### config.mk
export PLATFORM = sky130hd
export DESIGN_NAME = ir_pulse_width_decoder_unit
export DESIGN_NICKNAME = d
export VERILOG_FILES = /design/src/hdl/irpwd_pkg.sv /design/src/hdl/irpwd_cfg_regs.sv /design/src/hdl/irpwd_classify.sv /design/src/hdl/irpwd_frame_state.sv /design/src/hdl/ir_pulse_width_decoder_unit.sv
export SDC_FILE = /design/constraint.sdc
export NUM_CORES = 1
export LEC_CHECK = 0
export ABC_AREA = 1
export BUFFER_PORTS_ARGS = -buffer_cell sky130_fd_sc_hd__buf_4
export CAP_MARGIN = 5
export CORE_MARGIN = 10
export CORE_UTILIZATION = 35
export DETAILED_ROUTE_END_ITERATION = 6
export GPL_TIMING_DRIVEN = 0
export PLACE_DENSITY = 0.53
export SLEW_MARGIN = 20
export SYNTH_ARGS = -nofsm -noshare
export SYNTH_HDL_FRONTEND = slang
export SYNTH_SLANG_ARGS = --single-unit
### constraint.sdc
create_clock -name clk -period 3.2 [get_ports clk]
set_clock_uncertainty 0.15 [all_clocks]
set_input_delay 0.32 -clock clk [delete_from_list [all_inputs] [get_ports clk]]
set_output_delay 0.32 -clock clk [all_outputs]
set_load 0.02 [all_outputs]
### src/hdl/irpwd_pkg.sv
// Shared types and constants for the infrared pulse-width decoder.
`timescale 1ns / 1ps
`default_nettype none

package irpwd_pkg;

    localparam int unsigned COUNT_W     = 16;
    localparam int unsigned CODE_W      = 32;
    localparam int unsigned REPEAT_W    = 8;
    localparam int unsigned CFG_INDEX_W = 4;

    localparam logic [COUNT_W-1:0] NOISE_FLOOR = 16'd10;

    localparam logic [CFG_INDEX_W-1:0] REG_SHORT_MIN  = 4'd0;
    localparam logic [CFG_INDEX_W-1:0] REG_SHORT_MAX  = 4'd1;
    localparam logic [CFG_INDEX_W-1:0] REG_LONG_MIN   = 4'd2;
    localparam logic [CFG_INDEX_W-1:0] REG_LONG_MAX   = 4'd3;
    localparam logic [CFG_INDEX_W-1:0] REG_REPEAT_MIN = 4'd4;
    localparam logic [CFG_INDEX_W-1:0] REG_REPEAT_MAX = 4'd5;
    localparam logic [CFG_INDEX_W-1:0] REG_LEADER_MIN = 4'd6;
    localparam logic [CFG_INDEX_W-1:0] REG_LEADER_MAX = 4'd7;

    localparam logic [COUNT_W-1:0] RST_SHORT_MIN  = 16'd900;
    localparam logic [COUNT_W-1:0] RST_SHORT_MAX  = 16'd2400;
    localparam logic [COUNT_W-1:0] RST_LONG_MIN   = 16'd4200;
    localparam logic [COUNT_W-1:0] RST_LONG_MAX   = 16'd5400;
    localparam logic [COUNT_W-1:0] RST_REPEAT_MIN = 16'd6600;
    localparam logic [COUNT_W-1:0] RST_REPEAT_MAX = 16'd7800;
    localparam logic [COUNT_W-1:0] RST_LEADER_MIN = 16'd12600;
    localparam logic [COUNT_W-1:0] RST_LEADER_MAX = 16'd14100;

    typedef enum logic [2:0] {
        CLASS_NONE   = 3'd0,
        CLASS_ONE    = 3'd1,
        CLASS_ZERO   = 3'd2,
        CLASS_REPEAT = 3'd3,
        CLASS_LEADER = 3'd4
    } pulse_class_t;

    typedef struct packed {
        logic [COUNT_W-1:0] short_min;
        logic [COUNT_W-1:0] short_max;
        logic [COUNT_W-1:0] long_min;
        logic [COUNT_W-1:0] long_max;
        logic [COUNT_W-1:0] repeat_min;
        logic [COUNT_W-1:0] repeat_max;
        logic [COUNT_W-1:0] leader_min;
        logic [COUNT_W-1:0] leader_max;
    } windows_t;

    typedef struct packed {
        logic [CODE_W-1:0]   code_word;
        logic                code_done;
        logic [REPEAT_W-1:0] repeat_total;
        logic                frame_active;
        pulse_class_t        pulse_class;
    } result_t;

endpackage

`default_nettype wire

### src/hdl/irpwd_cfg_regs.sv
// Window bound registers written through the configuration port.
`timescale 1ns / 1ps
`default_nettype none

module irpwd_cfg_regs (
    input  wire logic                             clk,
    input  wire logic                             rst_n,
    input  wire logic                             cfg_we,
    input  wire logic [irpwd_pkg::CFG_INDEX_W-1:0] cfg_index,
    input  wire logic [irpwd_pkg::COUNT_W-1:0]     cfg_data,
    output irpwd_pkg::windows_t                   windows
);
    import irpwd_pkg::*;

    windows_t win_reg;

    always_ff @(posedge clk or negedge rst_n)
    begin
        if (!rst_n)
        begin
            win_reg.short_min  <= RST_SHORT_MIN;
            win_reg.short_max  <= RST_SHORT_MAX;
            win_reg.long_min   <= RST_LONG_MIN;
            win_reg.long_max   <= RST_LONG_MAX;
            win_reg.repeat_min <= RST_REPEAT_MIN;
            win_reg.repeat_max <= RST_REPEAT_MAX;
            win_reg.leader_min <= RST_LEADER_MIN;
            win_reg.leader_max <= RST_LEADER_MAX;
        end
        else if (cfg_we)
        begin
            unique case (cfg_index)
                REG_SHORT_MIN:  win_reg.short_min  <= cfg_data;
                REG_SHORT_MAX:  win_reg.short_max  <= cfg_data;
                REG_LONG_MIN:   win_reg.long_min   <= cfg_data;
                REG_LONG_MAX:   win_reg.long_max   <= cfg_data;
                REG_REPEAT_MIN: win_reg.repeat_min <= cfg_data;
                REG_REPEAT_MAX: win_reg.repeat_max <= cfg_data;
                REG_LEADER_MIN: win_reg.leader_min <= cfg_data;
                REG_LEADER_MAX: win_reg.leader_max <= cfg_data;
                default:        ;
            endcase
        end
    end

    assign windows = win_reg;

endmodule

`default_nettype wire

### src/hdl/irpwd_classify.sv
// Sorts one captured interval into a pulse window.
`timescale 1ns / 1ps
`default_nettype none

module irpwd_classify (
    input  wire logic                         edge_level,
    input  wire logic [irpwd_pkg::COUNT_W-1:0] interval_count,
    input  wire logic                         in_frame,
    input  wire irpwd_pkg::windows_t          windows,
    output irpwd_pkg::pulse_class_t           pulse_class
);
    import irpwd_pkg::*;

    logic [COUNT_W-1:0] iv;
    logic               hit_short;
    logic               hit_long;
    logic               hit_repeat;
    logic               hit_leader;

    // Intervals at or below the noise floor count as zero length.
    assign iv = (interval_count <= NOISE_FLOOR) ? '0 : interval_count;

    assign hit_short  = (iv > windows.short_min)  && (iv < windows.short_max);
    assign hit_long   = (iv > windows.long_min)   && (iv < windows.long_max);
    assign hit_repeat = (iv > windows.repeat_min) && (iv < windows.repeat_max);
    assign hit_leader = (iv > windows.leader_min) && (iv < windows.leader_max);

    always_comb
    begin
        pulse_class = CLASS_NONE;
        priority if (edge_level)
            pulse_class = CLASS_NONE;
        else if (!in_frame)
            pulse_class = hit_leader ? CLASS_LEADER : CLASS_NONE;
        else if (hit_short)
            pulse_class = CLASS_ONE;
        else if (hit_long)
            pulse_class = CLASS_ZERO;
        else if (hit_repeat)
            pulse_class = CLASS_REPEAT;
        else
            pulse_class = CLASS_NONE;
    end

endmodule

`default_nettype wire

### src/hdl/irpwd_frame_state.sv
// Frame state: shift word, bit count, latched code and repeat count.
`timescale 1ns / 1ps
`default_nettype none

module irpwd_frame_state #(
    parameter int unsigned CODE_BITS = 32
) (
    input  wire logic                    clk,
    input  wire logic                    rst_n,
    input  wire logic                    step,
    input  wire irpwd_pkg::pulse_class_t pulse_class,
    output logic                         in_frame,
    output irpwd_pkg::result_t           result
);
    import irpwd_pkg::*;

    localparam int unsigned BITS_W = $clog2(CODE_BITS + 1);

    logic                in_frame_reg;
    logic                in_frame_next;
    logic [CODE_W-1:0]   shift_reg;
    logic [CODE_W-1:0]   shift_next;
    logic [BITS_W-1:0]   bits_reg;
    logic [BITS_W-1:0]   bits_next;
    logic [CODE_W-1:0]   code_reg;
    logic [CODE_W-1:0]   code_next;
    logic [REPEAT_W-1:0] repeat_reg;
    logic [REPEAT_W-1:0] repeat_next;
    logic                done;

    always_comb
    begin
        in_frame_next = in_frame_reg;
        shift_next    = shift_reg;
        bits_next     = bits_reg;
        code_next     = code_reg;
        repeat_next   = repeat_reg;
        done          = 1'b0;
        unique case (pulse_class)
            CLASS_ONE:
            begin
                shift_next = {shift_reg[CODE_W-2:0], 1'b1};
                bits_next  = bits_reg + 1'b1;
            end
            CLASS_ZERO:
            begin
                shift_next = {shift_reg[CODE_W-2:0], 1'b0};
                bits_next  = bits_reg + 1'b1;
            end
            CLASS_REPEAT:
                repeat_next = repeat_reg + 1'b1;
            CLASS_LEADER:
            begin
                in_frame_next = 1'b1;
                repeat_next   = '0;
                code_next     = '0;
                bits_next     = '0;
            end
            default: ;
        endcase
        if ((pulse_class == CLASS_ONE || pulse_class == CLASS_ZERO) &&
            bits_next == BITS_W'(CODE_BITS))
        begin
            code_next  = shift_next;
            shift_next = '0;
            bits_next  = '0;
            done       = 1'b1;
        end
    end

    always_ff @(posedge clk or negedge rst_n)
    begin
        if (!rst_n)
        begin
            in_frame_reg <= 1'b0;
            shift_reg    <= '0;
            bits_reg     <= '0;
            code_reg     <= '0;
            repeat_reg   <= '0;
        end
        else if (step)
        begin
            in_frame_reg <= in_frame_next;
            shift_reg    <= shift_next;
            bits_reg     <= bits_next;
            code_reg     <= code_next;
            repeat_reg   <= repeat_next;
        end
    end

    assign in_frame            = in_frame_reg;
    assign result.code_word    = code_next;
    assign result.code_done    = done;
    assign result.repeat_total = repeat_next;
    assign result.frame_active = in_frame_next;
    assign result.pulse_class  = pulse_class;

endmodule

`default_nettype wire

### src/hdl/ir_pulse_width_decoder_unit.sv
// Top level of the infrared pulse-width decoder with its stream ports.
//
// Capture events enter on the s_axis group: s_axis_tuser is the line level
// (one for a rising edge, which is reported but not decoded) and s_axis_tdata
// is the captured interval count. Every request produces exactly one result
// request on the m_axis group, in order.
// The result carries the latched code, the repeat count and the frame flag in
// m_axis_tdata, the pulse class in m_axis_tuser, and m_axis_tlast marks the
// event that completed a code word.
// An event is registered at the input, then classified and applied to the frame
// state while its result is captured in an output register. One event can be
// accepted every cycle while the receiver does not stall, set by the single
// input and output register pair.
// When the receiver stalls, the held result stays in place and one more event
// may wait in the input register; after that s_axis_tready falls.
// Reset clears the frame state, empties both registers and restores the
// default window bounds. Bounds are written through cfg_we, cfg_index and
// cfg_data by the user, only while no event is in flight; the block does not enforce it.
`timescale 1ns / 1ps
`default_nettype none

module ir_pulse_width_decoder_unit #(
    parameter int unsigned CODE_BITS = 32
) (
    input  wire logic                             clk,
    input  wire logic                             rst_n,
    input  wire logic                             s_axis_tvalid,
    output logic                                  s_axis_tready,
    input  wire logic [15:0]                      s_axis_tdata,  // [15:0] interval_count
    input  wire logic                             s_axis_tuser,  // [0] edge_level
    output logic                                  m_axis_tvalid,
    input  wire logic                             m_axis_tready,
    // [31:0] code_word, [39:32] repeat_total, [40] frame_active, [47:41] zero
    output logic [47:0]                           m_axis_tdata,
    output logic                                  m_axis_tlast,  // code_done
    output logic [2:0]                            m_axis_tuser,  // [2:0] pulse_class
    input  wire logic                             cfg_we,
    input  wire logic [irpwd_pkg::CFG_INDEX_W-1:0] cfg_index,
    input  wire logic [irpwd_pkg::COUNT_W-1:0]     cfg_data
);
    import irpwd_pkg::*;

    windows_t           windows;
    logic               in_valid_reg;
    logic               level_reg;
    logic [COUNT_W-1:0] count_reg;
    logic               out_valid_reg;
    result_t            out_reg;
    logic               advance;
    logic               step;
    logic               in_frame;
    pulse_class_t       pulse_class;
    result_t            result;

    assign advance       = !out_valid_reg || m_axis_tready;
    assign step          = in_valid_reg && advance;
    assign s_axis_tready = !in_valid_reg || advance;

    irpwd_cfg_regs u_cfg (
        .clk       (clk),
        .rst_n     (rst_n),
        .cfg_we    (cfg_we),
        .cfg_index (cfg_index),
        .cfg_data  (cfg_data),
        .windows   (windows)
    );

    irpwd_classify u_classify (
        .edge_level     (level_reg),
        .interval_count (count_reg),
        .in_frame       (in_frame),
        .windows        (windows),
        .pulse_class    (pulse_class)
    );

    irpwd_frame_state #(
        .CODE_BITS (CODE_BITS)
    ) u_state (
        .clk         (clk),
        .rst_n       (rst_n),
        .step        (step),
        .pulse_class (pulse_class),
        .in_frame    (in_frame),
        .result      (result)
    );

    always_ff @(posedge clk or negedge rst_n)
    begin
        if (!rst_n)
        begin
            in_valid_reg <= 1'b0;
        end
        else if (s_axis_tready)
        begin
            in_valid_reg <= s_axis_tvalid;
        end
    end

    always_ff @(posedge clk)
    begin
        if (s_axis_tready && s_axis_tvalid)
        begin
            level_reg <= s_axis_tuser;
            count_reg <= s_axis_tdata;
        end
    end

    always_ff @(posedge clk or negedge rst_n)
    begin
        if (!rst_n)
        begin
            out_valid_reg <= 1'b0;
        end
        else if (advance)
        begin
            out_valid_reg <= in_valid_reg;
        end
    end

    always_ff @(posedge clk)
    begin
        if (step)
        begin
            out_reg <= result;
        end
    end

    assign m_axis_tvalid = out_valid_reg;
    assign m_axis_tdata  = {7'd0, out_reg.frame_active, out_reg.repeat_total,
                            out_reg.code_word};
    assign m_axis_tlast  = out_reg.code_done;
    assign m_axis_tuser  = out_reg.pulse_class;

endmodule

`default_nettype wire

==> metrics.cfg <==
[logic_synthesis]
synth_seq_area_share=0.496
synth.most_common_cell=nand2_1
netlist-cell-type-count=46
synthTopCellsByArea=dfrtp_1 (29%), edfxtp_1 (13%), nand2_1 (11%), ha_1 (10%), dfstp_2 (8.0%)
synth_edf_count=62
synth_area_um2=14400
synth.avg_cell_area_um2=8.68
synthFlopType=dfrtp_1
syn-instance-count=1662
yosys-top-cells-count=nand2_1 (440), inv_1 (231), dfrtp_1 (165), o21ai_0 (160), ha_1 (118)
synth_seq_cells=271
yosys.area.top_type=dfrtp_1
yosysTopAreaCellShare=0.286
ys_warn_count=0
async_flop_share=0.771

[sta]
timing.hold.ws_ps=47.1
setup_violations=119
min_period_ps=4020
fin_ws_ps=-821
rsz0062_at_grt=yes
timing.final.crit_share=1.26
hold_viol_final=0
worst_slew_pin_slew_ps=821
fmax_ghz=0.249
drv_slew=0
relSlewSlack=0.452

[setup_path]
required_ps=3390
end_kind=flop
cp-start-kind=flop
max_stage_delay_ps=430
critPathArrivalTime_ps=4210
critical_path_class=reg2reg
cp_common_cell=nand2_1
critPathMaxFanout=10
crit_path_top_delay_cell=edfxtp_1
r2r_start=count_reg[8]
setup.worst_path.start=count_reg[8]

[clock_tree]
cts-htree-levels=1
ctsLongestPathBuffers=3
insertion_delay_ps=580
cts_tree=done
cts_buffers=31
clk_pin_slew_ps=60
clockRootBuffer=clkbuf_16
cts.sinks=271

[grt]
grt_usage=0.161
grt_max_degree=87
grt_overflow_total=0
grt_pass1_vias=11659
antenna_found_initial=0
grt_first_pass_wirelength_mm=64.7

[power_and_ir_drop]
power_density_nw_per_um2=736
switching_share=0.360
p_int_uw=8620
p_clk_frac=0.257
p_seq_frac=0.372
power_uw=13500
peakVddDrop_mv=0.442
p_comb_frac=0.371
leakage_uw=0.00871
p_switching_uw=4840

[finish]
largest_reg_flops=128
final_cells=2401
area_growth_pct=26.8
final_nets=2004
antenna_cells=0
layout-drive-gt1-share=0.208

[place]
port_buffers=88
dp_slack_ps=-1150
dp.cells=2291
place.gp.congestion=0.830
dp.final_hpwl_mm=28.0

[drt]
totalWireLength_mm=41.6
wire_per_inst_um=17.3
drt_iter0_drc=689
final_antenna_net_count=0
drt_pass1_iterations=7
vias_per_cell=4.96
drc=5
num_vias=11897

[worst_hold_path]
min-delay-path-class=in2reg
min-delay-start=cfg_we

[floorplanning]
die_w_um=223
die_area_um2=49700
initial_core_util=0.353
core_um2=40800
io_pins=96
die_h_um=223
rows=74

[run_status]
violations=DRC, setup timing
status=complete, but fails checks

[run]
drv_cap=0

power groups by stage:
stage                     sequential [uW]  clock (uW)  combinational, uW
after global placement               5030           0               4070
after global routing                 5110        3690               5560
final                                5000        3470               4990
after CTS                            4990        3550               4430
after floorplan                      5110           0               2910
after detailed placement             5040           0               4190
worst max-delay path, delay by kind of cell, from the launching register on:
family / cells / cell delay [ps]
simple gates: 19 / 2090
compound gates: 2 / 290
fa+ha+maj: 1 / 270
flops: 1 / 430
buf+inv: 5 / 510
metrics by stage:
stage / utilization / TNS (ps) / area (um^2)
after global placement: 0.393 / -142350 / 16100
after CTS: 0.432 / -59040 / 17600
after detailed placement: 0.395 / -116020 / 16100
after floorplan: - / -5760 / 14700
after global routing: 0.448 / -97640 / 18300
final: 0.448 / -74840 / 18300
metal layers:
metal / vias up / share of wire / GRT usage / wire (um)
li1: 5841 / - / - / -
met1: 5770 / 0.48 / 0.224 / 20200
met2: 226 / 0.45 / 0.256 / 18800
met3: 60 / 0.042 / 0.0226 / 1760
met4: 0 / 0.020 / 0.0434 / 841
met5: - / 0 / 0 / 0
cell usage in the layout, fill, tap and decap left out, types with 10 or more instances in the layout:
master	synthesis	final
dfrtp_1	165	165
and2_1	32	24
a21oi_1	35	34
clkbuf_1	46	48
nand2_1	440	411
inv_2	5	10
o21ai_2	0	23
nand4_1	48	48
ha_1	118	114
nor2_1	45	38
o22ai_2	0	26
o21ai_0	160	146
nand2_2	1	18
nand2_4	3	13
nand3_1	62	56
inv_1	231	224
a211oi_1	10	10
buf_6	1	14
buf_4	11	115
edfxtp_1	62	62
clkbuf_16	0	35
o21ai_1	22	13
dfstp_2	44	44
dlygate4sd3_1	0	23
cells by family (layout without fill, tap and decap cells):
kind of cell | count (synthesis) | after routing | synth area share
AND/OR/NAND/NOR | 653 | 654 | 0.197
buffers and inverters | 319 | 519 | 0.0881
AO/OA/AOI/OAI | 292 | 292 | 0.112
flip-flops | 271 | 271 | 0.496
adder cells (fa/ha/maj) | 118 | 118 | 0.102
XOR/XNOR | 8 | 8 | 0.00486
other | 1 | 7 | 0.000260
path summary, 6_finish.rpt:
path / end / slack [ps] / cells past startpoint
max in group asynchronous: u_cfg.windows[20] / 1650 / 4
worst min register to register: u_state.code_reg[15] / 330 / 2
worst max-delay path: m_axis_tdata[29] / -820 / 27
worst min-delay path: u_cfg.windows[95] / 50 / 4
worst max register to register: m_axis_tdata[29] / -820 / 27
min in group asynchronous: u_cfg.windows[88] / 70 / 2
final cells by class:
type	count	area (um^2)
Tap cell	532	666
Clock buffer	49	933
Fill cell	3934	22500
Sequential cell	271	7150
Inverter	236	891
Clock inverter	9	52.6
Multi-Input combinational cell	1079	6720
Timing Repair Buffer	142	1300
Buffer	83	586
what timing repair did:
| action | in CTS | in global routing |
|---|---|---|
| resized for setup | 44 | 96 |
| hold buffers | 23 | 0 |
| setup endpoints to repair | 122 | 121 |
| cloned | 2 | 6 |
| pin swaps | 22 | 24 |
| hold endpoints to repair | 135 | 0 |
| setup buffers | 8 | 16 |
Power figures use the tool's default switching activity.
